`config.mk`:
```
export PLATFORM = sky130hd
export DESIGN_NAME = cartridge_bank_mapper
export DESIGN_NICKNAME = d
export VERILOG_FILES = /design/src/cbm_pkg.sv /design/src/cbm_rem_unit.sv /design/src/cbm_ctrl.sv /design/src/cbm_datapath.sv /design/src/cartridge_bank_mapper.sv
export SDC_FILE = /design/constraint.sdc
export NUM_CORES = 1
export LEC_CHECK = 0
export BUFFER_PORTS_ARGS = -buffer_cell sky130_fd_sc_hd__buf_2
export CORE_MARGIN = 2
export CORE_UTILIZATION = 59
export DETAILED_ROUTE_END_ITERATION = 10
export MAX_ROUTING_LAYER = met4
export PLACE_DENSITY = 0.84
export REMOVE_ABC_BUFFERS = 1
export SLEW_MARGIN = 40
export SYNTH_ARGS = -nofsm -noshare
export SYNTH_HDL_FRONTEND = slang
export SYNTH_SLANG_ARGS = --single-unit
```
`constraint.sdc`:
```
create_clock -name clk -period 7.8 [get_ports clk]
set_input_delay 0.39 -clock clk [delete_from_list [all_inputs] [get_ports clk]]
set_output_delay 0.39 -clock clk [all_outputs]
set_load 0.02 [all_outputs]
```
`src/cbm_pkg.sv`:
```
`default_nettype none

package cbm_pkg;

    localparam int AddrWidth     = 16;
    localparam int DataWidth     = 8;
    localparam int KindWidth     = 3;
    localparam int RomAddrWidth  = 21;
    localparam int RamAddrWidth  = 15;
    localparam int RomBankWidth  = 7;
    localparam int RamSelWidth   = 4;
    localparam int CountWidth    = 8;
    localparam int CfgIndexWidth = 2;

    // access kinds
    localparam logic [KindWidth-1:0] KIND_ROM    = 3'd0;
    localparam logic [KindWidth-1:0] KIND_RAM_RD = 3'd1;
    localparam logic [KindWidth-1:0] KIND_RAM_WR = 3'd2;
    localparam logic [KindWidth-1:0] KIND_FIXED  = 3'd3;
    localparam logic [KindWidth-1:0] KIND_NONE   = 3'd4;

    // configuration register indexes
    localparam logic [CfgIndexWidth-1:0] CFG_ROM_BANK_COUNT = 2'd0;
    localparam logic [CfgIndexWidth-1:0] CFG_HAS_RAM        = 2'd1;
    localparam logic [CfgIndexWidth-1:0] CFG_TIMER_PRESENT  = 2'd2;

    // bus access modes
    localparam logic MODE_READ  = 1'b0;
    localparam logic MODE_WRITE = 1'b1;

    // address regions by address[15:13]
    localparam logic [2:0] REGION_RAM_EN   = 3'b000;
    localparam logic [2:0] REGION_ROM_BANK = 3'b001;
    localparam logic [2:0] REGION_RAM_SEL  = 3'b010;
    localparam logic [2:0] REGION_LATCH    = 3'b011;
    localparam logic [2:0] REGION_CART_RAM = 3'b101;

    localparam logic [3:0] RAM_EN_KEY    = 4'hA;
    localparam logic [DataWidth-1:0] OPEN_BUS  = 8'hFF;
    localparam logic [DataWidth-1:0] CLOCK_VAL = 8'h00;
    localparam logic [RamSelWidth-1:0] CLOCK_SEL_LO = 4'h8;
    localparam logic [RamSelWidth-1:0] CLOCK_SEL_HI = 4'hC;
    localparam logic [RamSelWidth-1:0] RAM_SEL_LIMIT = 4'h4;

    typedef struct packed {
        logic                 mode;
        logic [AddrWidth-1:0] address;
        logic [DataWidth-1:0] write_data;
    } acc_t;

    typedef struct packed {
        logic [KindWidth-1:0]    access_kind;
        logic [RomAddrWidth-1:0] rom_address;
        logic [RamAddrWidth-1:0] ram_address;
        logic [DataWidth-1:0]    ram_write_data;
        logic [DataWidth-1:0]    fixed_value;
    } res_t;

    typedef enum logic [1:0] {
        ST_IDLE,
        ST_EXEC,
        ST_DIV,
        ST_DONE
    } state_t;

    typedef struct packed {
        logic load_in;
        logic div_start;
        logic div_step;
        logic commit;
    } cmd_t;

    typedef struct packed {
        logic need_div;
        logic div_last;
        logic out_free;
    } status_t;

endpackage

`default_nettype wire

```
`src/cbm_rem_unit.sv`:
```
`default_nettype none

module cbm_rem_unit (
    input  wire logic                              clk,
    input  wire logic                              rst_n,
    input  wire logic                              start,
    input  wire logic                              step,
    input  wire logic [cbm_pkg::RomBankWidth-1:0]  dividend,
    input  wire logic [cbm_pkg::CountWidth-1:0]    divisor,
    output logic      [cbm_pkg::RomBankWidth-1:0]  remainder,
    output logic                                   last
);

    localparam int CntWidth = $clog2(cbm_pkg::RomBankWidth);
    localparam logic [CntWidth-1:0] CntInit = CntWidth'(cbm_pkg::RomBankWidth - 1);

    logic [cbm_pkg::CountWidth-1:0]   rem_reg, rem_next;
    logic [cbm_pkg::RomBankWidth-1:0] dvd_reg, dvd_next;
    logic [CntWidth-1:0]              cnt_reg, cnt_next;
    logic [cbm_pkg::CountWidth:0]     shifted;

    // one restoring step per cycle while step is high, quotient bits discarded
    always_comb
    begin
        shifted  = {rem_reg, dvd_reg[cbm_pkg::RomBankWidth-1]};
        rem_next = rem_reg;
        dvd_next = dvd_reg;
        cnt_next = cnt_reg;
        if (start)
        begin
            rem_next = '0;
            dvd_next = dividend;
            cnt_next = CntInit;
        end
        else if (step)
        begin
            if (shifted >= {1'b0, divisor})
            begin
                rem_next = cbm_pkg::CountWidth'(shifted - {1'b0, divisor});
            end
            else
            begin
                rem_next = cbm_pkg::CountWidth'(shifted);
            end
            dvd_next = {dvd_reg[cbm_pkg::RomBankWidth-2:0], 1'b0};
            cnt_next = cnt_reg - 1'b1;
        end
    end

    always_ff @(posedge clk or negedge rst_n)
    begin
        if (!rst_n)
        begin
            cnt_reg <= '0;
        end
        else
        begin
            cnt_reg <= cnt_next;
        end
    end

    always_ff @(posedge clk)
    begin
        rem_reg <= rem_next;
        dvd_reg <= dvd_next;
    end

    // remainder never exceeds the 7-bit dividend
    assign remainder = rem_reg[cbm_pkg::RomBankWidth-1:0];
    assign last      = (cnt_reg == '0);

endmodule

`default_nettype wire

```
`src/cbm_ctrl.sv`:
```
`default_nettype none

module cbm_ctrl (
    input  wire logic             clk,
    input  wire logic             rst_n,
    input  wire logic             acc_valid,
    output logic                  acc_ready,
    input  wire cbm_pkg::status_t status,
    output cbm_pkg::cmd_t         cmd
);

    cbm_pkg::state_t state_reg, state_next;

    always_ff @(posedge clk or negedge rst_n)
    begin
        if (!rst_n)
        begin
            state_reg <= cbm_pkg::ST_IDLE;
        end
        else
        begin
            state_reg <= state_next;
        end
    end

    always_comb
    begin
        state_next = state_reg;
        cmd        = '0;
        acc_ready  = 1'b0;
        case (state_reg)
            cbm_pkg::ST_IDLE:
            begin
                acc_ready = 1'b1;
                if (acc_valid)
                begin
                    cmd.load_in = 1'b1;
                    state_next  = cbm_pkg::ST_EXEC;
                end
            end
            cbm_pkg::ST_EXEC:
            begin
                if (status.need_div)
                begin
                    cmd.div_start = 1'b1;
                    state_next    = cbm_pkg::ST_DIV;
                end
                else if (status.out_free)
                begin
                    cmd.commit = 1'b1;
                    state_next = cbm_pkg::ST_IDLE;
                end
            end
            cbm_pkg::ST_DIV:
            begin
                cmd.div_step = 1'b1;
                if (status.div_last)
                begin
                    state_next = cbm_pkg::ST_DONE;
                end
            end
            cbm_pkg::ST_DONE:
            begin
                if (status.out_free)
                begin
                    cmd.commit = 1'b1;
                    state_next = cbm_pkg::ST_IDLE;
                end
            end
            default:
            begin
                state_next = cbm_pkg::ST_IDLE;
            end
        endcase
    end

endmodule

`default_nettype wire

```
`src/cbm_datapath.sv`:
```
`default_nettype none

module cbm_datapath (
    input  wire logic                                clk,
    input  wire logic                                rst_n,
    input  wire cbm_pkg::cmd_t                       cmd,
    output cbm_pkg::status_t                         status,
    input  wire cbm_pkg::acc_t                       acc_payload,
    output logic                                     res_valid,
    input  wire logic                                res_ready,
    output cbm_pkg::res_t                            res_payload,
    input  wire logic                                cfg_valid,
    input  wire logic [cbm_pkg::CfgIndexWidth-1:0]   cfg_index,
    input  wire logic [cbm_pkg::DataWidth-1:0]       cfg_data
);

    // configuration
    logic [cbm_pkg::CountWidth-1:0] bank_count_reg, bank_count_next;
    logic has_ram_reg, has_ram_next;
    logic timer_reg, timer_next;

    // mapper state
    logic ram_en_reg, ram_en_next;
    logic [cbm_pkg::RomBankWidth-1:0] rom_bank_reg, rom_bank_next;
    logic [cbm_pkg::RamSelWidth-1:0]  ram_sel_reg, ram_sel_next;

    cbm_pkg::acc_t acc_reg;
    cbm_pkg::res_t res_reg, res_calc;
    logic res_valid_reg, res_valid_next;

    logic [2:0] region;
    logic [cbm_pkg::RomBankWidth-1:0] bank_wr_val;
    logic [cbm_pkg::RomBankWidth-1:0] dividend;
    logic [cbm_pkg::RomBankWidth-1:0] remainder;
    logic div_last;
    logic count_zero;
    logic is_write;

    assign region     = acc_reg.address[15:13];
    assign is_write   = (acc_reg.mode == cbm_pkg::MODE_WRITE);
    assign count_zero = (bank_count_reg == '0);

    // written bank: low 7 bits, zero promoted to one
    assign bank_wr_val = (acc_reg.write_data[cbm_pkg::RomBankWidth-1:0] == '0)
                         ? cbm_pkg::RomBankWidth'(1)
                         : acc_reg.write_data[cbm_pkg::RomBankWidth-1:0];
    assign dividend = (region == cbm_pkg::REGION_ROM_BANK) ? bank_wr_val : rom_bank_reg;

    cbm_rem_unit u_rem (
        .clk       (clk),
        .rst_n     (rst_n),
        .start     (cmd.div_start),
        .step      (cmd.div_step),
        .dividend  (dividend),
        .divisor   (bank_count_reg),
        .remainder (remainder),
        .last      (div_last)
    );

    always_comb
    begin
        status.need_div = is_write && !count_zero
                          && (region == cbm_pkg::REGION_ROM_BANK
                              || region == cbm_pkg::REGION_RAM_SEL);
        status.div_last = div_last;
        status.out_free = !res_valid_reg || res_ready;
    end

    // result decode
    always_comb
    begin
        res_calc = '0;
        res_calc.access_kind = cbm_pkg::KIND_NONE;
        if (!is_write)
        begin
            if (acc_reg.address[15] == 1'b0)
            begin
                res_calc.access_kind = cbm_pkg::KIND_ROM;
                res_calc.rom_address = {acc_reg.address[14] ? rom_bank_reg
                                                             : cbm_pkg::RomBankWidth'(0),
                                        acc_reg.address[13:0]};
            end
            else
            begin
                res_calc.access_kind = cbm_pkg::KIND_FIXED;
                res_calc.fixed_value = cbm_pkg::OPEN_BUS;
                if (region == cbm_pkg::REGION_CART_RAM && ram_en_reg)
                begin
                    if (ram_sel_reg < cbm_pkg::RAM_SEL_LIMIT)
                    begin
                        if (has_ram_reg)
                        begin
                            res_calc.access_kind = cbm_pkg::KIND_RAM_RD;
                            res_calc.fixed_value = '0;
                            res_calc.ram_address = {ram_sel_reg[1:0],
                                                    acc_reg.address[12:0]};
                        end
                    end
                    else if (ram_sel_reg >= cbm_pkg::CLOCK_SEL_LO
                             && ram_sel_reg <= cbm_pkg::CLOCK_SEL_HI && timer_reg)
                    begin
                        res_calc.fixed_value = cbm_pkg::CLOCK_VAL;
                    end
                end
            end
        end
        else if (region == cbm_pkg::REGION_CART_RAM && ram_en_reg && has_ram_reg
                 && ram_sel_reg < cbm_pkg::RAM_SEL_LIMIT)
        begin
            res_calc.access_kind    = cbm_pkg::KIND_RAM_WR;
            res_calc.ram_address    = {ram_sel_reg[1:0], acc_reg.address[12:0]};
            res_calc.ram_write_data = acc_reg.write_data;
        end
    end

    // state updates on commit
    always_comb
    begin
        ram_en_next   = ram_en_reg;
        rom_bank_next = rom_bank_reg;
        ram_sel_next  = ram_sel_reg;
        if (cmd.commit && is_write)
        begin
            case (region)
                cbm_pkg::REGION_RAM_EN:
                begin
                    ram_en_next = (acc_reg.write_data[3:0] == cbm_pkg::RAM_EN_KEY);
                end
                cbm_pkg::REGION_ROM_BANK:
                begin
                    rom_bank_next = count_zero ? bank_wr_val : remainder;
                end
                cbm_pkg::REGION_RAM_SEL:
                begin
                    ram_sel_next  = acc_reg.write_data[cbm_pkg::RamSelWidth-1:0];
                    rom_bank_next = count_zero ? rom_bank_reg : remainder;
                end
                default:
                begin
                    ram_en_next = ram_en_reg;
                end
            endcase
        end
    end

    always_comb
    begin
        bank_count_next = bank_count_reg;
        has_ram_next    = has_ram_reg;
        timer_next      = timer_reg;
        if (cfg_valid)
        begin
            case (cfg_index)
                cbm_pkg::CFG_ROM_BANK_COUNT: bank_count_next = cfg_data;
                cbm_pkg::CFG_HAS_RAM:        has_ram_next    = cfg_data[0];
                cbm_pkg::CFG_TIMER_PRESENT:  timer_next      = cfg_data[0];
                default:                     timer_next      = timer_reg;
            endcase
        end
    end

    always_comb
    begin
        res_valid_next = res_valid_reg;
        if (cmd.commit)
        begin
            res_valid_next = 1'b1;
        end
        else if (res_ready)
        begin
            res_valid_next = 1'b0;
        end
    end

    always_ff @(posedge clk or negedge rst_n)
    begin
        if (!rst_n)
        begin
            bank_count_reg <= cbm_pkg::CountWidth'(2);
            has_ram_reg    <= 1'b0;
            timer_reg      <= 1'b0;
            ram_en_reg     <= 1'b1;
            rom_bank_reg   <= cbm_pkg::RomBankWidth'(1);
            ram_sel_reg    <= '0;
            res_valid_reg  <= 1'b0;
        end
        else
        begin
            bank_count_reg <= bank_count_next;
            has_ram_reg    <= has_ram_next;
            timer_reg      <= timer_next;
            ram_en_reg     <= ram_en_next;
            rom_bank_reg   <= rom_bank_next;
            ram_sel_reg    <= ram_sel_next;
            res_valid_reg  <= res_valid_next;
        end
    end

    always_ff @(posedge clk)
    begin
        if (cmd.load_in)
        begin
            acc_reg <= acc_payload;
        end
        if (cmd.commit)
        begin
            res_reg <= res_calc;
        end
    end

    assign res_valid   = res_valid_reg;
    assign res_payload = res_reg;

endmodule

`default_nettype wire

```
`src/cartridge_bank_mapper.sv`:
```
// Cartridge bank mapper: each bus beat on the acc channel (read or write, 16-bit address,
// data byte) yields exactly one result beat on the res channel naming the memory access it
// causes (rom read, cart ram read or write, fixed read value, or none). A read is captured
// on acceptance, then decoded and committed to the result register once it is free. Writes
// to the rom bank or ram bank select range pass through a reduction while rom_bank_count is
// non-zero, because the stored bank is reduced modulo the bank count by a restoring remainder
// unit that retires one dividend bit per cycle; with a count of zero no reduction is made. A
// new beat is taken as soon as the previous one is committed, even while its result still
// waits in the output register. Configuration writes are taken at any time and must only be
// issued while the block is idle.
`default_nettype none

module cartridge_bank_mapper (
    input  wire logic                               clk,
    input  wire logic                               rst_n,
    // bus access channel
    input  wire logic                               acc_valid,
    output logic                                    acc_ready,
    input  wire cbm_pkg::acc_t                      acc_payload,
    // result channel
    output logic                                    res_valid,
    input  wire logic                               res_ready,
    output cbm_pkg::res_t                           res_payload,
    // configuration write channel
    input  wire logic                               cfg_valid,
    output logic                                    cfg_ready,
    input  wire logic [cbm_pkg::CfgIndexWidth-1:0]  cfg_index,
    input  wire logic [cbm_pkg::DataWidth-1:0]      cfg_data
);

    cbm_pkg::cmd_t    cmd;
    cbm_pkg::status_t status;

    // configuration registers are plain flops, always writable
    assign cfg_ready = 1'b1;

    // sequencer: capture, decode, optional bank reduction, commit
    cbm_ctrl u_ctrl (
        .clk       (clk),
        .rst_n     (rst_n),
        .acc_valid (acc_valid),
        .acc_ready (acc_ready),
        .status    (status),
        .cmd       (cmd)
    );

    // mapper registers, decode, remainder unit and result register
    cbm_datapath u_datapath (
        .clk         (clk),
        .rst_n       (rst_n),
        .cmd         (cmd),
        .status      (status),
        .acc_payload (acc_payload),
        .res_valid   (res_valid),
        .res_ready   (res_ready),
        .res_payload (res_payload),
        .cfg_valid   (cfg_valid),
        .cfg_index   (cfg_index),
        .cfg_data    (cfg_data)
    );

endmodule

`default_nettype wire

```
==> flow_metrics.tcl <==
set metrics [dict create \
    outcome "finished clean" \
    drtPass1Iterations 5 \
    design.core.area_mm2 0.00830 \
    avgSynthCellArea_um2 12.7 \
    synthMuxAreaShare_pct 5.01 \
    cts_setup_buffers 0 \
    vias 3465 \
    largest_register_ff_count 48 \
    cts-root-buf "clkbuf_8" \
    r2r-start "u_datapath.is_write" \
    critPathCaptureType "flip-flop" \
    slew_violations 0 \
    wl_mm 10.8 \
    reg2reg_depth 4 \
    synth_top_area_share_pct 47.2 \
    yosys-top-cells-area "edfxtp_1, dfrtp_1, and2_1" \
    clk_latency_ps 510 \
    drtIter0Drc 241 \
    hold_viol 0 \
    synthesis.instances 400 \
    gp_congestion 0.890 \
    p_int_mw 1.59 \
    ys.flop_type "edfxtp_1" \
    hp-start "acc_payload[4]" \
    post_cts_resize_count 0 \
    grt_pass1_wl_mm 17.8 \
    clk_pin_slew_ps 60 \
    hold_slack_ps 55.4 \
    layout-drive-gt1-share_pct 29.5 \
    pre_cts_slack_ps 5370 \
    tightest_slew_ps 805 \
    clk_path_buf_depth 2 \
    yosys_warnings 0 \
    r2r_end "u_datapath.u_rem.dvd_reg[3]" \
    die_area_mm2 0.00939 \
    cts_tree "built" \
    netSwitchingPower_mw 0.847 \
    grt.overflow.total 0 \
    final.setup.tns_ps 0 \
    avgRoutedWirePerCell_um 17.6 \
    die_height_um 96.9 \
    leakage_nw 2.66 \
    synth-adder-area-share_pct 2.85 \
    wl_met3_um 598 \
    synth_top_family_by_area "simple AND/OR/NAND/NOR gates" \
    clock.fmax_ghz 0.405 \
    swShare_pct 34.8 \
    wl_met2_mm 5.46 \
    power_density_mw_per_mm2 394 \
    cts.htree.levels 4 \
    yosysSeqAreaShare_pct 64.1 \
    port_buffers 96 \
    rows 33 \
    setup_viol 0 \
    initial_core_util_pct 61.4 \
    cp-startpoint "u_datapath.is_write" \
    yosysTopAreaCell "edfxtp_1" \
    drc 0 \
    ant_nets 0 \
    synth-simple-area-share_pct 16.2 \
    vias_per_cell 5.65 \
    p_clk_share_pct 29.5 \
    synth.cell_area_mm2 0.00509 \
    hold_path_depth 1 \
    setup_slack_ps 5330 \
    top_layer "met4" \
    synth-xor-area-share_pct 0.516 \
    final_util_pct 74.5 \
    synth_edf_count 80 \
    finalCriticalPeriod_ps 2470 \
    seq_power_share_pct 40.9 \
    combPwrFrac_pct 29.6 \
    regToRegSetupSlack_ps 5330 \
    wl_met1_mm 4.52 \
    dp_hpwl_mm 7.39 \
    arrival_ps 2660 \
    max_slew_margin_pct 46.2 \
    syn_to_final_growth_pct 21.4 \
    async_flop_share_pct 24.1 \
    final_nets 546 \
    die_x_um 96.9 \
    worst-path-max-fanout 18 \
    grt_usage_pct 25.2 \
    first_global_vias 3445 \
    yosys_register_bits 116 \
    rsz0062_at_grt "false" \
    crit_path_start_kind "flip-flop" \
    grt_max_degree 49 \
    ys_types 59 \
    antenna_found_initial 0 \
    whs_endpoint "u_datapath.acc_reg[4]" \
    fin_crit_sh_pct 31.7 \
    hold_path_class "input pin to flip-flop" \
    numClockSinks 116 \
    synth_compound_area_share_pct 7.61 \
    drv_cap 0 \
    fin_worst_skew_ps 7.51 \
    diodes 0 \
    critical_path_required_ps 7990 \
    crit_type "flip-flop to flip-flop" \
    vdd_drop_max_uv 312 \
    io_pins 98 \
    cts_buffers 17 \
]
==> area by class of cell <==
cell class / instances / area [um^2]
clock buffer: 19 / 422
clock inverter: 13 / 135
fill: 512 / 2110
inverter: 16 / 60.1
multi-input combinational: 244 / 1660
sequential: 116 / 3270
tap: 105 / 131
timing repair buffer: 100 / 510
==> power by group through the flow <==
stage               Clock [mW]  Combinational, mW  Sequential, mW
CTS                      0.726              0.723           0.996
finish                   0.718              0.723           0.997
global placement             0              0.685           0.992
floorplan                    0              0.396            1.08
global route             0.755              0.796            1.02
detailed placement           0              0.712            1.00
==> worst max path at each step <==
stage | endpoint | slack [ps] | depth (start not counted)
floorplan | u_datapath.res_payload[10] | 4330 | 4
global placement | u_datapath.u_rem.dvd_reg[0] | 5450 | 4
detailed placement | u_datapath.u_rem.dvd_reg[0] | 5370 | 4
CTS | u_datapath.u_rem.dvd_reg[3] | 5360 | 4
global route | u_datapath.u_rem.rem_reg[1] | 5190 | 7
finish | u_datapath.u_rem.dvd_reg[3] | 5330 | 4
==> routing by layer <==
layer,vias up,GRT usage (%)
met4,0,11.1
li1,1640,-
met1,1653,31.3
met2,148,40.1
met3,24,5.85
met5,-,-
==> per-stage QoR <==
stage,instances,area [um^2],power [mW]
2_1_floorplan,376,4970,1.48
3_3_place_gp,579,5600,1.68
3_5_place_dp,580,5620,1.72
4_1_cts,613,6180,2.45
5_1_grt,613,6190,2.57
6_report,613,6190,2.44
==> Yosys cell counts (10+ instances only) <==
cell type and instances:
and2_1 31, and3_1 18, clkbuf_1 12, dfrtp_1 25, edfxtp_1 80, ha_1 10, inv_1 16, mux2i_1 15
nand2_1 36, nor2_1 18, o21ai_0 11, o21ai_1 19
==> logic make-up after synthesis <==
family                     Yosys count
buffers and inverters               40
other                                1
AOI/OAI and AO/OA                   59
DFF                                116
muxes                               23
and+or+nand+nor                    147
xor gates and xnor gates             3
adders and majority gates           11
==> layout by cell type (no fill, tap or decap), drive strengths merged, types with 5 or more instances in the layout <==
master,synthesis,layout
dfxtp,8,8
clkbuf,12,19
mux2i,15,15
nand2b,9,9
dfrtp,25,25
nand3,6,6
ha,10,10
inv,16,17
nor2,18,18
o21ai,30,30
clkinvlp,0,5
clkinv,0,5
and3,18,18
edfxtp,80,80
nor2b,5,5
a21oi,6,6
mux2,8,8
buf,12,99
nand2,37,37
and2,31,31
==> critical path: stages (launching register included) <==
cell,delay [ps]
edfxtp_1,570
or3b_1,410
a2111o_1,600
and2_1,340
inv_1,240
==> repair_timing <==
item	CTS	global route
hold buffers	1	0
endpoints found under the hold margin	25	0
endpoints found under the setup margin	0	0
(Power assumes the default switching activity.)
